<file path="src/sv/oate_pkg.sv">
// shared types and constants of the ordered array table engine
package oate_pkg;

  localparam int unsigned DEPTH  = 64;
  localparam int unsigned IDX_W  = 6;
  localparam int unsigned CNT_W  = 7;
  localparam int unsigned DATA_W = 32;

  // priority encoder split: groups of eight flags
  localparam int unsigned GRP_W  = 3;
  localparam int unsigned GRP    = 8;
  localparam int unsigned NGRP   = DEPTH / GRP;
  localparam int unsigned NGRP_W = IDX_W - GRP_W;

  localparam logic [CNT_W-1:0] FULL_COUNT = CNT_W'(DEPTH);

  typedef enum logic [2:0] {
    OP_CLEAR  = 3'd0,
    OP_APPEND = 3'd1,
    OP_INSERT = 3'd2,
    OP_DELETE = 3'd3,
    OP_SEARCH = 3'd4,
    OP_READ   = 3'd5
  } op_e;

  typedef enum logic [2:0] {
    STAT_OK        = 3'd0,
    STAT_FULL      = 3'd1,
    STAT_EMPTY     = 3'd2,
    STAT_BADPOS    = 3'd3,
    STAT_NOTFOUND  = 3'd4
  } status_e;

  typedef enum logic [1:0] {
    CMD_HOLD   = 2'd0,
    CMD_APPEND = 2'd1,
    CMD_INSERT = 2'd2,
    CMD_DELETE = 2'd3
  } cell_cmd_e;

  typedef enum logic {
    ST_IDLE   = 1'b0,
    ST_SEARCH = 1'b1
  } state_e;

  // broadcast to every cell of the chain
  typedef struct packed {
    cell_cmd_e          cmd;
    logic [IDX_W-1:0]   pos;
    logic [CNT_W-1:0]   count;
    logic               search_en;
  } cell_ctrl_t;

endpackage

</file>
<file path="src/sv/oate_cell.sv">
// one table cell: holds one entry, shifts with its neighbors, flags a key match
module oate_cell
  import oate_pkg::*;
(
  input  logic              clk_i,
  input  logic [IDX_W-1:0]  idx_i,
  input  cell_ctrl_t        ctrl_i,
  input  logic [DATA_W-1:0] value_i,
  input  logic [DATA_W-1:0] lower_i,
  input  logic [DATA_W-1:0] upper_i,
  output logic [DATA_W-1:0] entry_o,
  output logic              match_o
);

  logic [DATA_W-1:0] entry_q, entry_d;
  logic              match_q, match_d;
  logic [CNT_W-1:0]  idx_ext;

  assign idx_ext = {1'b0, idx_i};

  always_comb begin
    entry_d = entry_q;
    unique case (ctrl_i.cmd)
      CMD_APPEND: begin
        if (idx_ext == ctrl_i.count) entry_d = value_i;
      end
      CMD_INSERT: begin
        if (idx_i == ctrl_i.pos) entry_d = value_i;
        else if (idx_i > ctrl_i.pos) entry_d = lower_i;
      end
      CMD_DELETE: begin
        if (idx_i >= ctrl_i.pos) entry_d = upper_i;
      end
      default: entry_d = entry_q;
    endcase
  end

  // only live entries may match
  assign match_d = (entry_q == value_i) && (idx_ext < ctrl_i.count);

  always_ff @(posedge clk_i) begin
    entry_q <= entry_d;
    if (ctrl_i.search_en) match_q <= match_d;
  end

  assign entry_o = entry_q;
  assign match_o = match_q;

endmodule

</file>
<file path="config.mk">
export PLATFORM = sky130hd
export DESIGN_NAME = oate_cell
export DESIGN_NICKNAME = d
export VERILOG_FILES = /design/src/sv/oate_pkg.sv /design/src/sv/oate_cell.sv
export SDC_FILE = /design/constraint.sdc
export NUM_CORES = 1
export LEC_CHECK = 0
export ABC_CLOCK_PERIOD_IN_PS = 5900
export BUFFER_PORTS_ARGS = -buffer_cell sky130_fd_sc_hd__buf_2
export CAP_MARGIN = 40
export CORE_UTILIZATION = 46
export CTS_BUF_LIST = sky130_fd_sc_hd__clkbuf_16
export CTS_CLUSTER_DIAMETER = 120
export CTS_CLUSTER_SIZE = 10
export DETAILED_ROUTE_END_ITERATION = 8
export GPL_TIMING_DRIVEN = 0
export HOLD_SLACK_MARGIN = 0.15
export MAX_ROUTING_LAYER = met4
export PLACE_DENSITY = 0.91
export SYNTH_ARGS = -nofsm -noshare
export SYNTH_HDL_FRONTEND = slang
export SYNTH_SLANG_ARGS = --single-unit
</file>
<file path="constraint.sdc">
create_clock -name clk_i -period 5.9 [get_ports clk_i]
set_input_delay 1.18 -clock clk_i [delete_from_list [all_inputs] [get_ports clk_i]]
set_output_delay 1.18 -clock clk_i [all_outputs]
set_load 0.05 [all_outputs]
</file>
== Word level (Yosys, flattened, before mapping) ==
Cells that the tools add are included.

* Register bits: 33
* Bits in latches: 0
* Memory bits (writable): 0
* Memory bits (read-only): 0
* Bits of input ports: 119
* Output and inout port bits: 33
* Memories kept: 0

* Add/subtract/negate cells: 0
* Multipliers: 0
* Div/mod/pow operators: 0
* Order comparisons: 3
* Equality and inequality tests: 9
* Shifts and indexed selects: 0
* Multiplexer cells: 5
* Bitwise operators: 0
* Reductions and logical operators: 3

{| class="wikitable"
|+ Operators with widths
! kind !! number
|-
| 2-to-1 mux 32 bit || 4
|-
| one-hot mux 32 bit (3 select lines) || 1
|-
| equality test 32 bit || 1
|-
| equality test 6 x 7 -> 1 bit || 1
|-
| less-than comparator 6 x 7 -> 1 bit || 1
|-
| equality test 6 bit || 1
|-
| >= comparator 6 bit || 1
|-
| > comparator 6 bit || 1
|-
| equality test 2 bit (second input constant) || 2
|-
| inequality test 2 bit (second input constant) || 2
|-
| AND reduction 4 bit || 1
|-
| inequality test 3 bit (second input constant) || 1
|-
| nonzero test 3 bit || 1
|-
| equality test 2 x 1 -> 1 bit (second input constant) || 1
|-
| logical AND 1 bit || 1
|}

== Depth between registers and ports, before layout ==
* Depth after elaboration: 4
* Depth in mapped cells: 8
* Mapped depth without buffers: 7

== Least setup slack after synthesis ==
OpenSTA, ideal clock, no wires.

* Path kind: input port to flip-flop
* Start point: input port ctrl_i[13] (netlist bit)
* End point: register entry_q[0] (netlist: entry_o[0]), enable pin
* Setup time: 0.440 ns
* Data arrival time: 3.818 ns
* Required time: 5.460 ns
* Path slack: 1.642 ns
* Cell stages on the path: 6
* Buffers on the path: 1
* Path through: inv_1 -> ha_1 -> and3_1 -> nand4_4 -> buf_2 -> a41oi_1

* Cells in the longest elaborated chain, start to end: 3
* Elaborated cells on any way between the ends: 6
* Those cells by class: 2 x order compare; 3 x eq/ne; 1 x reduce/logical

{| class="wikitable"
|+ RTL lines
! item !! line !! source
|-
| start: declaration || oate_cell.sv:7 || <nowiki>input cell_ctrl_t ctrl_i,</nowiki>
|-
| > comparator 6 bit (tied with other cells) || oate_cell.sv:29 || <nowiki>else if (idx_i > ctrl_i.pos) entry_d = lower_i;</nowiki>
|-
| inequality test 3 bit (no line) / inequality test 2 bit (equally long branches) || n/a ||
|-
| AND reduction 4 bit (no line) (*) || n/a ||
|-
| end signal: assignment || oate_cell.sv:42 || <nowiki>entry_q <= entry_d;</nowiki>
|-
| end: declaration || oate_cell.sv:15 || <nowiki>logic [DATA_W-1:0] entry_q, entry_d;</nowiki>
|}

Every way passes the cells marked *; elsewhere a longest branch is shown, timed or not.
A chain may end at the register's enable or synchronous reset.

== Worst setup path after layout ==
* Start point: input port idx_i[5]
* End point: register entry_q[10] (netlist: entry_o[10]), enable pin

* Cells in the longest elaborated chain, start to end: 3
* Elaborated cells on any way between the ends: 8
* Those cells by class: 2 x order compare; 5 x eq/ne; 1 x reduce/logical

{| class="wikitable"
|+ RTL lines
! item !! line !! source
|-
| start: declaration || oate_cell.sv:6 || <nowiki>input logic [IDX_W-1:0] idx_i,</nowiki>
|-
| > comparator 6 bit (tied with other cells) || oate_cell.sv:29 ||
|-
| inequality test 3 bit (no line) / inequality test 2 bit (equally long branches) || n/a ||
|-
| AND reduction 4 bit (no line) (*) || n/a ||
|}

Marked as above.

==> results.cfg <==
[cts]
cts.repair.resized = 0
cts_hold_buf = 0
cts_num_sinks = 33
cts_tree = built
clock_latency_ps = 270
clkTransAtPathRegs_ps = 50
clock_path_buffers = 2
cts_max_level = 2
cts_setup_buffers = 0
clockRootBuffer = clkbuf_16
cts_buffers = 5

[setup_path]
path_max_fanout = 18
critPathArrivalTime_ps = 3110
cp.required_ps = 5880
max_stage_delay_ps = 590
cpLargestDelayFamily = buffers and inverters
cpMostUsedCell = buf_2
critical_path_class = in2reg
cp_slowest_cell = a41oi_4
crit_path_end_kind = flop
cp_cell_sequence = buf_2, ha_1, and3_1, nand4_4, buf_2, a41oi_4, buf_16
startpoint_type = input pin
path_buf_inv = 3

[power_and_ir_drop]
swShare = 0.343
p_leak_nw = 1.54
pwr_density_cell_mw_per_mm2 = 266
p_switching_w = 0.000308
power_frac_comb = 0.332
power_frac_clock = 0.318
vdd_drop_max_v = 0.000188
internal_power_w = 0.000589
sequentialPowerShare = 0.350

[route]
first_pass_iters = 4
postRouteWirelength_um = 7660
initialDrtViolationCount = 139
antenna_left = 0
drc_errors = 0
vias = 2612
via_per_inst = 5.70
wl_per_cell_um = 16.7

[final_layout]
drive_above_1_share = 0.427
n_fill_cell = 374
nets = 521
antenna_cells = 0
area_growth_pct = 44.8

[sta]
final.setup.tns_ps = 0
fin_crit_sh = 0.531
worstMarginPinSlew_ps = 708
clock.fmax_ghz = 0.319
max_slew_margin = 0.526
rsz0062_at_grt = false
hold_viol_final = 0
finalMaxSlewViolations = 0
fin_crit_ps = 3130
final.setup_skew_ps = 1.14
setup_viol = 0
holdWs_ps = 884

[yosys]
syn_area_mm2 = 0.00233
ys_ff_latch = 33
seq_area_frac_synth = 0.426
syn_nets = 363
yosysWarnings = 0
netlist.top_cell.by_area = edfxtp_1
netlist_instances = 232
avgSynthCellArea_um2 = 10.0
synth_top_area_share = 0.426
synth_cell_types = 24
synth_area_leaders = edfxtp_1, o22ai_1, xor2_1

[job]
maxCapViolCount = 0

[place]
dp_hpwl_um = 6080
io_buffers = 150
gp_congestion = 0.893

[global_route]
track_usage = 0.295
grt_pass1_vias = 2544
grt_overflow = 0
grt_start_max_net_pins = 19
grt_pass1_wl_um = 11600
grt_antenna_before_repair = 0

[floorplanning]
dieArea_mm2 = 0.00535
num_io_pins = 152
floorplan.initialDensity = 0.486
core_area_mm2 = 0.00479
die_h_um = 73.1
core.rowCount = 25
fp.dieW_um = 73.1

[outcome]
status = complete, no violations

[hold_path]
hold_path_class = reg2reg
==> power groups by stage <==
stage | clock, W | sequential [W] | combinational, W
floorplan | 0 | 0.000415 | 0.0000898
global placement | 0 | 0.000318 | 0.000284
detailed placement | 0 | 0.000319 | 0.000296
CTS | 0.000288 | 0.000314 | 0.000297
global route | 0.000299 | 0.000317 | 0.000316
finish | 0.000285 | 0.000314 | 0.000298
==> synth_stat cells <==
cell	number
clkbuf_1	9
buf_2	4
and3_1	1
a21o_1	2
nand2_4	1
nor3_1	1
o21ai_0	1
buf_6	3
a21oi_1	35
a41oi_1	1
o21a_1	2
nand4_1	3
nand4_4	1
edfxtp_1	33
nor2_1	2
nand4b_1	1
nor4_1	8
xor2_1	32
ha_1	12
o22ai_1	64
nor2b_1	2
o2111ai_1	1
inv_1	12
nand2_1	1
==> worst min-delay path, cell delays in order, from the launching register on <==
cell and delay [ps]:
edfxtp_1 350, xor2_1 170, nor4_1 70, nand4_1 80, nor3_1 50
==> final cells by class <==
class	count	area (um^2)	area share
buffer	16	87.6	0.0260
clock buffer	5	125	0.0371
clock inverter	3	37.5	0.0111
inverter	12	45.0	0.0134
multi-input combinational	171	1220	0.363
sequential	33	991	0.294
tap	67	83.8	0.0249
timing repair buffer	151	778	0.231
==> cell families after synthesis <==
logic type	after synthesis	share of synthesized area
AO/OA/AOI/OAI	106	0.270
flip-flops	33	0.426
XOR/XNOR	32	0.120
buffers and inverters	28	0.0570
AND/OR/NAND/NOR	21	0.0624
adder cells (fa/ha/maj)	12	0.0645
==> registers in the layout, summed over array words and instances, names as in the netlist <==
signal	cells
match_o	1
entry_o	32
==> worst paths after layout <==
check	start	end	slack, ps	cells past startpoint
worst max-delay path	idx_i[5]	entry_o[10]$_DFFE_PP_	2770	7
worst min-delay path	entry_o[11]$_DFFE_PP_	match_o$_DFFE_PP_	880	4
worst max register to register	entry_o[20]$_DFFE_PP_	match_o$_DFFE_PP_	4280	4
worst min register to register	entry_o[11]$_DFFE_PP_	match_o$_DFFE_PP_	880	4
==> metrics by stage <==
step | util | setup slack [ps] | std cells | total power (W) | instance area, um^2
after floorplan | - | 1640 | 232 | 0.000505 | 2330
after global placement | 0.661 | 691 | 449 | 0.000603 | 3160
after detailed placement | 0.670 | 2470 | 450 | 0.000615 | 3210
after CTS | 0.704 | 2770 | 458 | 0.000899 | 3370
after global routing | 0.704 | 2680 | 458 | 0.000933 | 3370
final | 0.704 | 2770 | 458 | 0.000897 | 3370
==> routing by layer <==
layer	global-route usage	vias up	share of wire
met5	-	-	0
met4	0.0915	0	0.019
met3	0.0456	18	0.059
met2	0.522	137	0.52
met1	0.344	1216	0.40
li1	-	1241	-
==> cell usage in the layout (no fill, tap or decap), types with 3 or more instances in the layout <==
cell type,Yosys,final
a21oi_1,35,35
nand4_1,3,3
o22ai_1,64,64
clkbuf_1,9,9
nor4_1,8,8
ha_1,12,12
edfxtp_1,33,33
buf_6,3,3
clkbuf_16,0,5
buf_2,4,154
xor2_1,32,32
inv_1,12,13
Power figures use the tool's default switching activity.
