<file path="src/sv/oate_pkg.sv">
// shared types and constants of the ordered array table engine
package oate_pkg;

  localparam int unsigned DEPTH  = 64;
  localparam int unsigned IDX_W  = 6;
  localparam int unsigned CNT_W  = 7;
  localparam int unsigned DATA_W = 32;

  // priority encoder split: groups of eight flags
  localparam int unsigned GRP_W  = 3;
  localparam int unsigned GRP    = 8;
  localparam int unsigned NGRP   = DEPTH / GRP;
  localparam int unsigned NGRP_W = IDX_W - GRP_W;

  localparam logic [CNT_W-1:0] FULL_COUNT = CNT_W'(DEPTH);

  typedef enum logic [2:0] {
    OP_CLEAR  = 3'd0,
    OP_APPEND = 3'd1,
    OP_INSERT = 3'd2,
    OP_DELETE = 3'd3,
    OP_SEARCH = 3'd4,
    OP_READ   = 3'd5
  } op_e;

  typedef enum logic [2:0] {
    STAT_OK        = 3'd0,
    STAT_FULL      = 3'd1,
    STAT_EMPTY     = 3'd2,
    STAT_BADPOS    = 3'd3,
    STAT_NOTFOUND  = 3'd4
  } status_e;

  typedef enum logic [1:0] {
    CMD_HOLD   = 2'd0,
    CMD_APPEND = 2'd1,
    CMD_INSERT = 2'd2,
    CMD_DELETE = 2'd3
  } cell_cmd_e;

  typedef enum logic {
    ST_IDLE   = 1'b0,
    ST_SEARCH = 1'b1
  } state_e;

  // broadcast to every cell of the chain
  typedef struct packed {
    cell_cmd_e          cmd;
    logic [IDX_W-1:0]   pos;
    logic [CNT_W-1:0]   count;
    logic               search_en;
  } cell_ctrl_t;

endpackage

</file>
<file path="src/sv/oate_prio.sv">
// lowest-index priority encoder over the registered cell match flags
module oate_prio
  import oate_pkg::*;
(
  input  logic [DEPTH-1:0] match_i,
  output logic             hit_o,
  output logic [IDX_W-1:0] pos_o
);

  logic [NGRP-1:0]   grp_hit;
  logic [GRP_W-1:0]  grp_sel [NGRP];
  logic [NGRP_W-1:0] top_sel;

  // first level: lowest flag inside each group of eight
  always_comb begin
    for (int g = 0; g < NGRP; g++) begin
      grp_hit[g] = |match_i[g*GRP +: GRP];
      grp_sel[g] = '0;
      for (int j = GRP - 1; j >= 0; j--) begin
        if (match_i[g*GRP + j]) grp_sel[g] = GRP_W'(j);
      end
    end
  end

  // second level: lowest group with a flag
  always_comb begin
    top_sel = '0;
    for (int g = NGRP - 1; g >= 0; g--) begin
      if (grp_hit[g]) top_sel = NGRP_W'(g);
    end
  end

  assign hit_o = |grp_hit;
  assign pos_o = {top_sel, grp_sel[top_sel]};

endmodule
</file>
<file path="config.mk">
export PLATFORM = sky130hd
export DESIGN_NAME = oate_prio
export DESIGN_NICKNAME = d
export VERILOG_FILES = /design/src/sv/oate_pkg.sv /design/src/sv/oate_prio.sv
export SDC_FILE = /design/constraint.sdc
export NUM_CORES = 1
export LEC_CHECK = 0
export ABC_AREA = 1
export BUFFER_PORTS_ARGS = -buffer_cell sky130_fd_sc_hd__buf_4
export CORE_MARGIN = 5
export CORE_UTILIZATION = 30
export DETAILED_ROUTE_END_ITERATION = 6
export GPL_TIMING_DRIVEN = 0
export PLACE_DENSITY = 0.73
export SLEW_MARGIN = 20
export SYNTH_ARGS = -nofsm -noshare
export SYNTH_HDL_FRONTEND = slang
export SYNTH_SLANG_ARGS = --single-unit
export TNS_END_PERCENT = 10
</file>
<file path="constraint.sdc">
create_clock -name vclk -period 2.3
set_clock_uncertainty 0.15 [all_clocks]
set_input_delay 0.575 -clock vclk [all_inputs]
set_output_delay 0.575 -clock vclk [all_outputs]
set_load 0.01 [all_outputs]
</file>
* Word level (Yosys, flattened, before mapping)
Index checks and enable logic that the tools add are counted.
** Word-level totals
- Register bits :: 0
- Logic and storage cells :: 86
- Output and inout bits :: 7
** Operators by class
- Multiplexer cells :: 75
- Reduce and logical (&&, ||, !) cells :: 9
- Order comparisons :: 1
- Bitwise operators :: 1
** Operators with widths (count)
- 2-to-1 mux 3 bit :: 74
- OR reduction 64 bit :: 1
- OR reduction 8 bit :: 8
- binary-select mux 3 bit (select 3 bit) :: 1
- greater-or-equal comparator 4 bit (second input constant) :: 1
- NOT 3 -> 4 bit :: 1

* Depth between registers and ports, before layout
Gate-level depths: netlist (run 1).
- Depth after elaboration :: 13
- Mapped depth :: 17

* Worst setup path before layout (run 1)
Ideal clock, no wire load.
- Path type :: in2out
- Start :: input match_i[39]
- End :: output pos_o[2]
- Cell stages on the path :: 15
- Arrival :: 1.794 ns
- Path buffers :: 1
- Slack :: -0.219 ns
- Path through :: or2_1 nor2_2 nand2_1 nor2_2 nand2_1 nand2_1 nand2_2 nand2_4 nand2_4 buf_6 nand2_1 nand3_1 nand2_1 nand2_1 nand2_1
** On the way
- Longest elaborated chain between the ends :: 11
** Ends and longest elaborated chain
- start: declaration :: RTL line oate_prio.sv:5 : input logic [DEPTH-1:0] match_i,
- 2-to-1 mux 3 bit (8 in a row) :: RTL line oate_prio.sv:20 : if (match_i[g*GRP + j]) grp_sel[g] = GRP_W'(j);
- binary-select mux 3 bit (select 3 bit) (*) :: RTL line oate_prio.sv:34 : assign pos_o = {top_sel, grp_sel[top_sel]};
- 2-to-1 mux 3 bit (not written as such) (*) (2 in a row) :: RTL line oate_prio.sv:34
- end: declaration :: RTL line oate_prio.sv:7 : output logic [IDX_W-1:0] pos_o
Every way passes the cells marked *; elsewhere a longest branch is shown, timed or not. The select of a mux whose other input is x is not followed.

* Final worst setup path (run 1)
- Start :: input match_i[38]
- End :: output pos_o[0]
** On the way
- Longest elaborated chain between the ends :: 10
** Ends and longest elaborated chain (RTL line)
- OR reduction 8 bit / 2-to-1 mux 3 bit (equally long branches) :: oate_prio.sv:17, oate_prio.sv:20
- 2-to-1 mux 3 bit (on tied branches) (5 in a row) :: oate_prio.sv:29, oate_prio.sv:20
- NOT 3 -> 4 bit (not written as such) / 2-to-1 mux 3 bit (equally long branches) :: oate_prio.sv:34, oate_prio.sv:20
- binary-select mux 3 bit (select 3 bit) (*) :: oate_prio.sv:34
- 2-to-1 mux 3 bit (not written as such) (*) (2 in a row) :: oate_prio.sv:34
Marked as above.

==> summary.md, run 1 <==
| Metric | Value |
|---|---|
| Via density | roughly 4.6 |
| Final core occ | between 50% and 60% |
| Sequential share of power | 0% |
| Power Internal | between 0.1 and 0.15 mW |
| IO Count | roughly 70 |
| Detailed Route WL | roughly 3200 um |
| Synth area leaders | nand2_1 18%, inv_1 15%, nand3_1 13% |
| RSZ-0062 raised after global routing | true |
| FF+latch area | 0 um2 |
| DIE HEIGHT | around 68 um |
| P_sw | 0.0938 mW |
| Logic pwr share | 100.0% |
| Fin Setup TNS | -2.57 ns |
| Top-area cell type share of the netlist area | between 10% and 20% |
| Failing checks | setup timing |
| Hold depth | 5 |
| Vias after detailed routing | 1,513 |
| Placed Cells | approximately 330 |
| Slew @ Worst Pin | ~0.45 ns |
| Status | finished with violations |
| Final hold vios | 0 |
| RePlAce Congestion | 0.747 |
| Commonest non-fill, non-tap cells in the layout | 70 x buf_4, 41 x inv_1, 38 x nand2_1 |
| Max rail drop VDD | ~0.045 mV |
| F_max | between 300 and 400 MHz |
| Cell Count, Final, Fillers Out | 332 |
| Yosys warning count | 0 |
| Critical Path Start Type | primary input |
| Hold Crit Class | primary input to output pin |
| Per-cell routed wire length | between 9 and 10 um |
| Starting Density | between 30 and 40% |
| Net Sw Frac | 44.8% |
| Antenna diodes | 0 |
| Dominant cell type by area after synthesis | nand2_1 |
| Worst setup margin | -0.579 ns |
| Clkbuf count | 0 |
| Post-Syn Area | 995 um2 |
| Clk pwr share | 0% |
| Drt initial violations | 23 |
| P&R area growth vs syn | 79.5% |
| Die X | a little under 70 um |
| CP arrival | about 2.2 ns |
| Placed Area | about 1600 um2 |
| First-pass GRT wire length | roughly 4800 um |
| CP Class | primary input to output pin |
| Endpoint class of the critical path | output pin |
| Worst Path Max Fanout | 5 |
| IO Port Bufs | 71 |
| Initial antenna violation count | 0 |
| Drt first pass iters | 4 |
| Yosys cell types | 25 |
| Slew Limit Fails | 0 |
| Number of core rows | 21 |
| Syn_nets | around 270 |
| Synth Area per Inst | about 4.7 um2 |
| Hold Path End | pos_o[5] |
| Commonest non-fill, non-tap cell in the layout | buf_4 |
| Rel. slew slack | between 60% and 70% |
| Share of post-route cells with drive strength above 1 | 40.2% |
| Hold_buf cts | 0 |
| Max cap viols | 0 |
| Pin count of the biggest net entering global routing | 11 |
| GR Overflow Total | 0 |
| # setup viols final | 7 |
| Final Critical Period | 2.88 ns |
| Die ar. | about 4600 um2 |
| Sequential element share of the synthesized area | 0% |
| WHS | between 1 and 1.5 ns |
| Power Density | between 100 and 150 nW/um2 |
| # DRC | 0 |
| Design area | roughly 1800 um2 |
| Cells after Synth | 210 |
| Post-detail-place hpwl | 2730 um |
| Sequential cell count | 0 |
| GRT Total Usage | approximately 13% |
| Final nets | 352 |
| Worst EP required | about 1.6 ns |
| Core area | about 3300 um2 |
| Antenna Nets Post-Route | 0 |
| Min-delay src | match_i[12] |
| Vias in the first global route | between 1,000 and 1,500 |
| Leak Pwr | between 0.9 and 1 nW |
| Final worst path period share | 125% |
-- power groups by stage --
stage | clock network [mW] | logic, mW | registers, mW
2_1_floorplan | 0 | 0.0769 | 0
3_3_place_gp | 0 | 0.187 | 0
3_5_place_dp | 0 | 0.189 | 0
4_1_cts | 0 | 0.195 | 0
5_1_grt | 0 | 0.234 | 0
6_report | 0 | 0.209 | 0
-- cell families (layout without fill, tap and decap cells) --
family	Yosys count	in the layout	share of synthesized area, %
and+or+nand+nor	125	125	58.0
buffers and inverters	44	120	17.5
AOI/OAI and AO/OA	41	41	24.5
-- cell usage after synthesis, types with 2 or more instances --
cell and number:
inv_1 41, nor3_1 3, nor2_2 5, nand2_4 2, nor2_1 30, nand3_1 25, o21bai_1 5, nand2_1 48
nor4_1 2, o21ai_0 13, o31ai_1 5, nand4_1 4, a21oi_1 13, nand2_2 3
-- per-layer routing --
metal | vias up | wire [um] | GRT usage, %
met5 | - | 0 | 0
met4 | 0 | 0 | 0
met3 | 0 | 217 | 0.832
met2 | 35 | 1580 | 22.5
met1 | 646 | 1420 | 17.6
li1 | 832 | - | -
-- through the flow --
stage	worst slack, ns	power [mW]
after floorplan	-0.210	0.0769
after global placement	-0.563	0.187
after detailed placement	-0.585	0.189
after CTS	-0.529	0.195
after global routing	-0.685	0.234
final	-0.579	0.209
-- final cells by class --
cell class | count | area, um2
fill | 357 | 1500
tap | 46 | 57.6
multi-input combinational | 166 | 941
inverter | 43 | 165
buffer | 1 | 15.0
timing repair buffer | 76 | 607
-- how the worst max path moves through the flow --
stage                           start  endpoint  slack [ns]  cells past startpoint
after global placement    match_i[39]  pos_o[0]       -0.56                     16
final                     match_i[38]  pos_o[0]       -0.58                     16
after detailed placement   match_i[5]  pos_o[1]       -0.58                     13
after CTS                 match_i[39]  pos_o[1]       -0.53                     16
after global routing      match_i[38]  pos_o[1]       -0.68                     16
after floorplan           match_i[39]  pos_o[2]       -0.21                     14
-- worst max-delay path, cell delays in order --
cell	delay (ns)
buf_6	0.09
or2_4	0.25
nor2_4	0.11
nand2_2	0.05
nor2_2	0.13
nand2_1	0.07
nand2_1	0.07
nand2_2	0.06
nand2_4	0.08
nand2_4	0.08
clkbuf_16	0.16
nor2_2	0.07
nor2_1	0.05
nor2_1	0.12
nand2_2	0.07
buf_6	0.12
-- what timing repair did --
item,4_1_cts,5_1_grt
setup endpoints to repair,7,7
endpoints found under the hold margin,0,0
resized for setup,7,28
gates cloned,0,1
buffers inserted,2,2
pin swaps,1,14
(Power assumes the default switching activity.)
==> run 2: changes to the inputs <==
- ABC_AREA: 1 -> 0
- CORE_UTILIZATION: 30 -> 40
- PLACE_DENSITY: 0.73 -> 0.91
==> run 2 against run 1 <==
Against the previous run: the run still ends with setup timing left; global-route usage grew 7.1 points; power grew 9.9%; hold slack gained 0.050 ns; synthesized cell count shrank 32%; maximum frequency shrank 12%; count of clock-buffer cells in the layout is the same; via count grew 1.2%; routed wire length grew 28%; core utilization grew 23 points; design area grew 6.6%; sequential cell count is the same.
==> summary.md, run 2 <==
| Metric | Value |
|---|---|
| DIE HEIGHT | 60.2 um (-11%) |
| # DRC | 0 (unchanged) |
| Drt first pass iters | 4 (unchanged) |
| # setup viols final | 7 (unchanged) |
| WHS | 1.47 ns (+0.0496 ns) |
| Status | finished with violations |
| Post-detail-place hpwl | 2920 um (+6.9%) |
| Sequential cell count | 0 (unchanged) |
| Yosys cell types | 43 (+72%) |
| Worst setup margin | -0.973 ns (-0.394 ns) |
| Max cap viols | 0 (unchanged) |
| F_max | 306 MHz (-12%) |
| First-pass GRT wire length | 5730 um (+19%) |
| FF+latch area | 0 um2 (unchanged) |
| Antenna diodes | 0 (unchanged) |
| Hold Path End | pos_o[0] |
| Drt initial violations | 48 (+110%) |
| Final hold vios | 0 (unchanged) |
| Worst Path Max Fanout | 5 (unchanged) |
| Top-area cell type share of the netlist area | 8.44% (-9.7 points) |
| Commonest non-fill, non-tap cell in the layout | buf_4 |
| Most common library cells after synthesis | 18 x nor2_1, 16 x a21oi_1, 15 x inv_1 |
| Endpoint class of the critical path | output pin |
| Via density | 5.93 (+30%) |
| Min-delay src | match_i[40] |
| CP arrival | 2.55 ns (+0.40 ns) |
| Slew Limit Fails | 0 (unchanged) |
| Failing checks | setup timing |
| Core area | 2450 um2 (-25%) |
| Cell with the most instances after synthesis | nor2_1 |
| Syn_nets | 206 (-25%) |
| Die X | 60.2 um (-11%) |
| Sequential element share of the synthesized area | 0% (unchanged) |
| IO Count | 71 (unchanged) |
| CP Class | primary input to output pin |
| CP max-delay cell | or4_4 |
| Hold depth | 4 (-1) |
| Hold Crit Class | primary input to output pin |
| Synth area leaders | nor4_4 8.4%, a21oi_1 7.9%, nor4_2 7.4% |
| Slew @ Worst Pin | 0.590 ns (+0.135 ns) |
| Starting Density | 41.1% (+11 points) |
| Worst EP required | 1.57 ns (about the same) |
| Initial antenna violation count | 0 (unchanged) |
| Final nets | 294 (-16%) |
| Fin Setup TNS | -4.96 ns (-2.39 ns) |
| IO Port Bufs | 71 (unchanged) |
| Vias in the first global route | 1,421 (+15%) |
| Final Critical Period | 3.27 ns (+0.394 ns) |
| Cells after Synth | 142 (-32%) |
| Post-Syn Area | 1010 um2 (+1.4%) |
| Final core occ | 77.5% (+23 points) |
| Share of post-route cells with drive strength above 1 | 53.5% (+13 points) |
| Leak Pwr | 0.782 nW (-17%) |
| Slowest cell delay on critical path | 0.57 ns (+0.32 ns) |
| GRT Total Usage | 19.7% (+7.1 points) |
| RePlAce Congestion | 0.767 (+2.7%) |
| Max rail drop VDD | 0.0984 mV (+120%) |
| Clkbuf count | 0 (unchanged) |
| Synth Area per Inst | 7.10 um2 (+50%) |
| Number of core rows | 18 (-14%) |
| Vias after detailed routing | 1,531 (+1.2%) |
| Antenna Nets Post-Route | 0 (unchanged) |
| Power Density | 121 nW/um2 (+3.1%) |
| Per-cell routed wire length | 16.0 um (+65%) |
| Dominant cell type by area after synthesis | nor4_4 |
| Yosys warning count | 0 (unchanged) |
| Rel. slew slack | 60.2% (-9.3 points) |
| Pin count of the biggest net entering global routing | 7 (-4) |
| Die ar. | 3630 um2 (-21%) |
| Final worst path period share | 142% (+17 points) |
| P&R area growth vs syn | 88.7% |
| Worst path cell trace | buf_6 > or4_4 > nor4b_4 > a21o_1 > and2b_4 > a311oi_2 > a211oi_2 > buf_4 |
| Critical Path Start Type | primary input |
| GR Overflow Total | 0 (unchanged) |
| RSZ-0062 raised after global routing | true |
| Commonest non-fill, non-tap cells in the layout | 72 x buf_4, 18 x nor2_1, 15 x inv_1, 15 x a21oi_1, 14 x nor3_1 |
| Detailed Route WL | 4120 um (+28%) |
## run 2: cell count changes in the layout (fill, tap and decap cells not counted), sizes merged, moves of 4 or more
cell,before,now
nor4,3,15
o21ai,13,1
nor2,35,18
nor3,3,14
a21oi,13,17
buf,76,86
nand3,25,1
inv,42,15
or4,0,6
nand2,53,4
a211oi,0,5
## run 2: what timing repair did
| item | CTS | global route |
|---|---|---|
| hold buffers | 0 | 0 |
| setup buffers | 11 | 4 |
| setup endpoints to repair | 7 | 7 |
| pin swaps | 14 | 14 |
| gates resized for setup | 17 | 21 |
## run 2: how the worst max path moves through the flow
stage | endpoint | depth (start not counted) | from
finish | pos_o[2] | 8 | match_i[34]
floorplan | pos_o[2] | 6 | match_i[32]
detailed placement | pos_o[2] | 8 | match_i[13]
global route | pos_o[2] | 8 | match_i[34]
CTS | pos_o[2] | 8 | match_i[27]
global placement | pos_o[0] | 8 | match_i[48]
## run 2: cell type report
| class | instances | area [um2] |
|---|---|---|
| multi-input combinational | 127 | 1110 |
| timing repair buffer | 86 | 702 |
| fill | 185 | 552 |
| inverter | 15 | 56.3 |
| tap | 30 | 37.5 |
## run 2: where the power goes
group	switching, mW	total (mW)	leakage [nW]	internal, mW
Clock	0	0	0	0
Sequential	0	0	0	0
Combinational	0.107	0.230	0.782	0.123
## run 2: cell families after synthesis
| group | share of synthesized area (%) |
|---|---|
| simple gates | 54.2 |
| buf+inv | 5.58 |
| compound gates | 38.2 |
| mux | 1.99 |
## run 2: routing by layer
| layer | global-route usage [%] | part of all wire, % | up-vias |
|---|---|---|---|
| li1 | - | - | 743 |
| met1 | 22.2 | 36 | 704 |
| met2 | 38.0 | 52 | 69 |
| met3 | 2.59 | 8.5 | 15 |
| met4 | 5.06 | 2.9 | 0 |
| met5 | 0 | 0 | - |
## run 2: worst max-delay path, delay by kind of cell
kind | cells | cell delay (ns)
compound gates | 3 | 0.58
simple gates | 3 | 1.13
buf+inv | 2 | 0.25
## run 2: per-stage QoR
| stage | total power [mW] | setup WS (ns) | cell area, um2 | cells |
|---|---|---|---|---|
| after floorplan | 0.0622 | -0.617 | 1020 | 142 |
| after global placement | 0.197 | -0.928 | 1590 | 243 |
| after detailed placement | 0.202 | -1.01 | 1590 | 243 |
| after CTS | 0.214 | -0.845 | 1770 | 254 |
| after global routing | 0.248 | -1.06 | 1900 | 258 |
| final | 0.230 | -0.973 | 1900 | 258 |
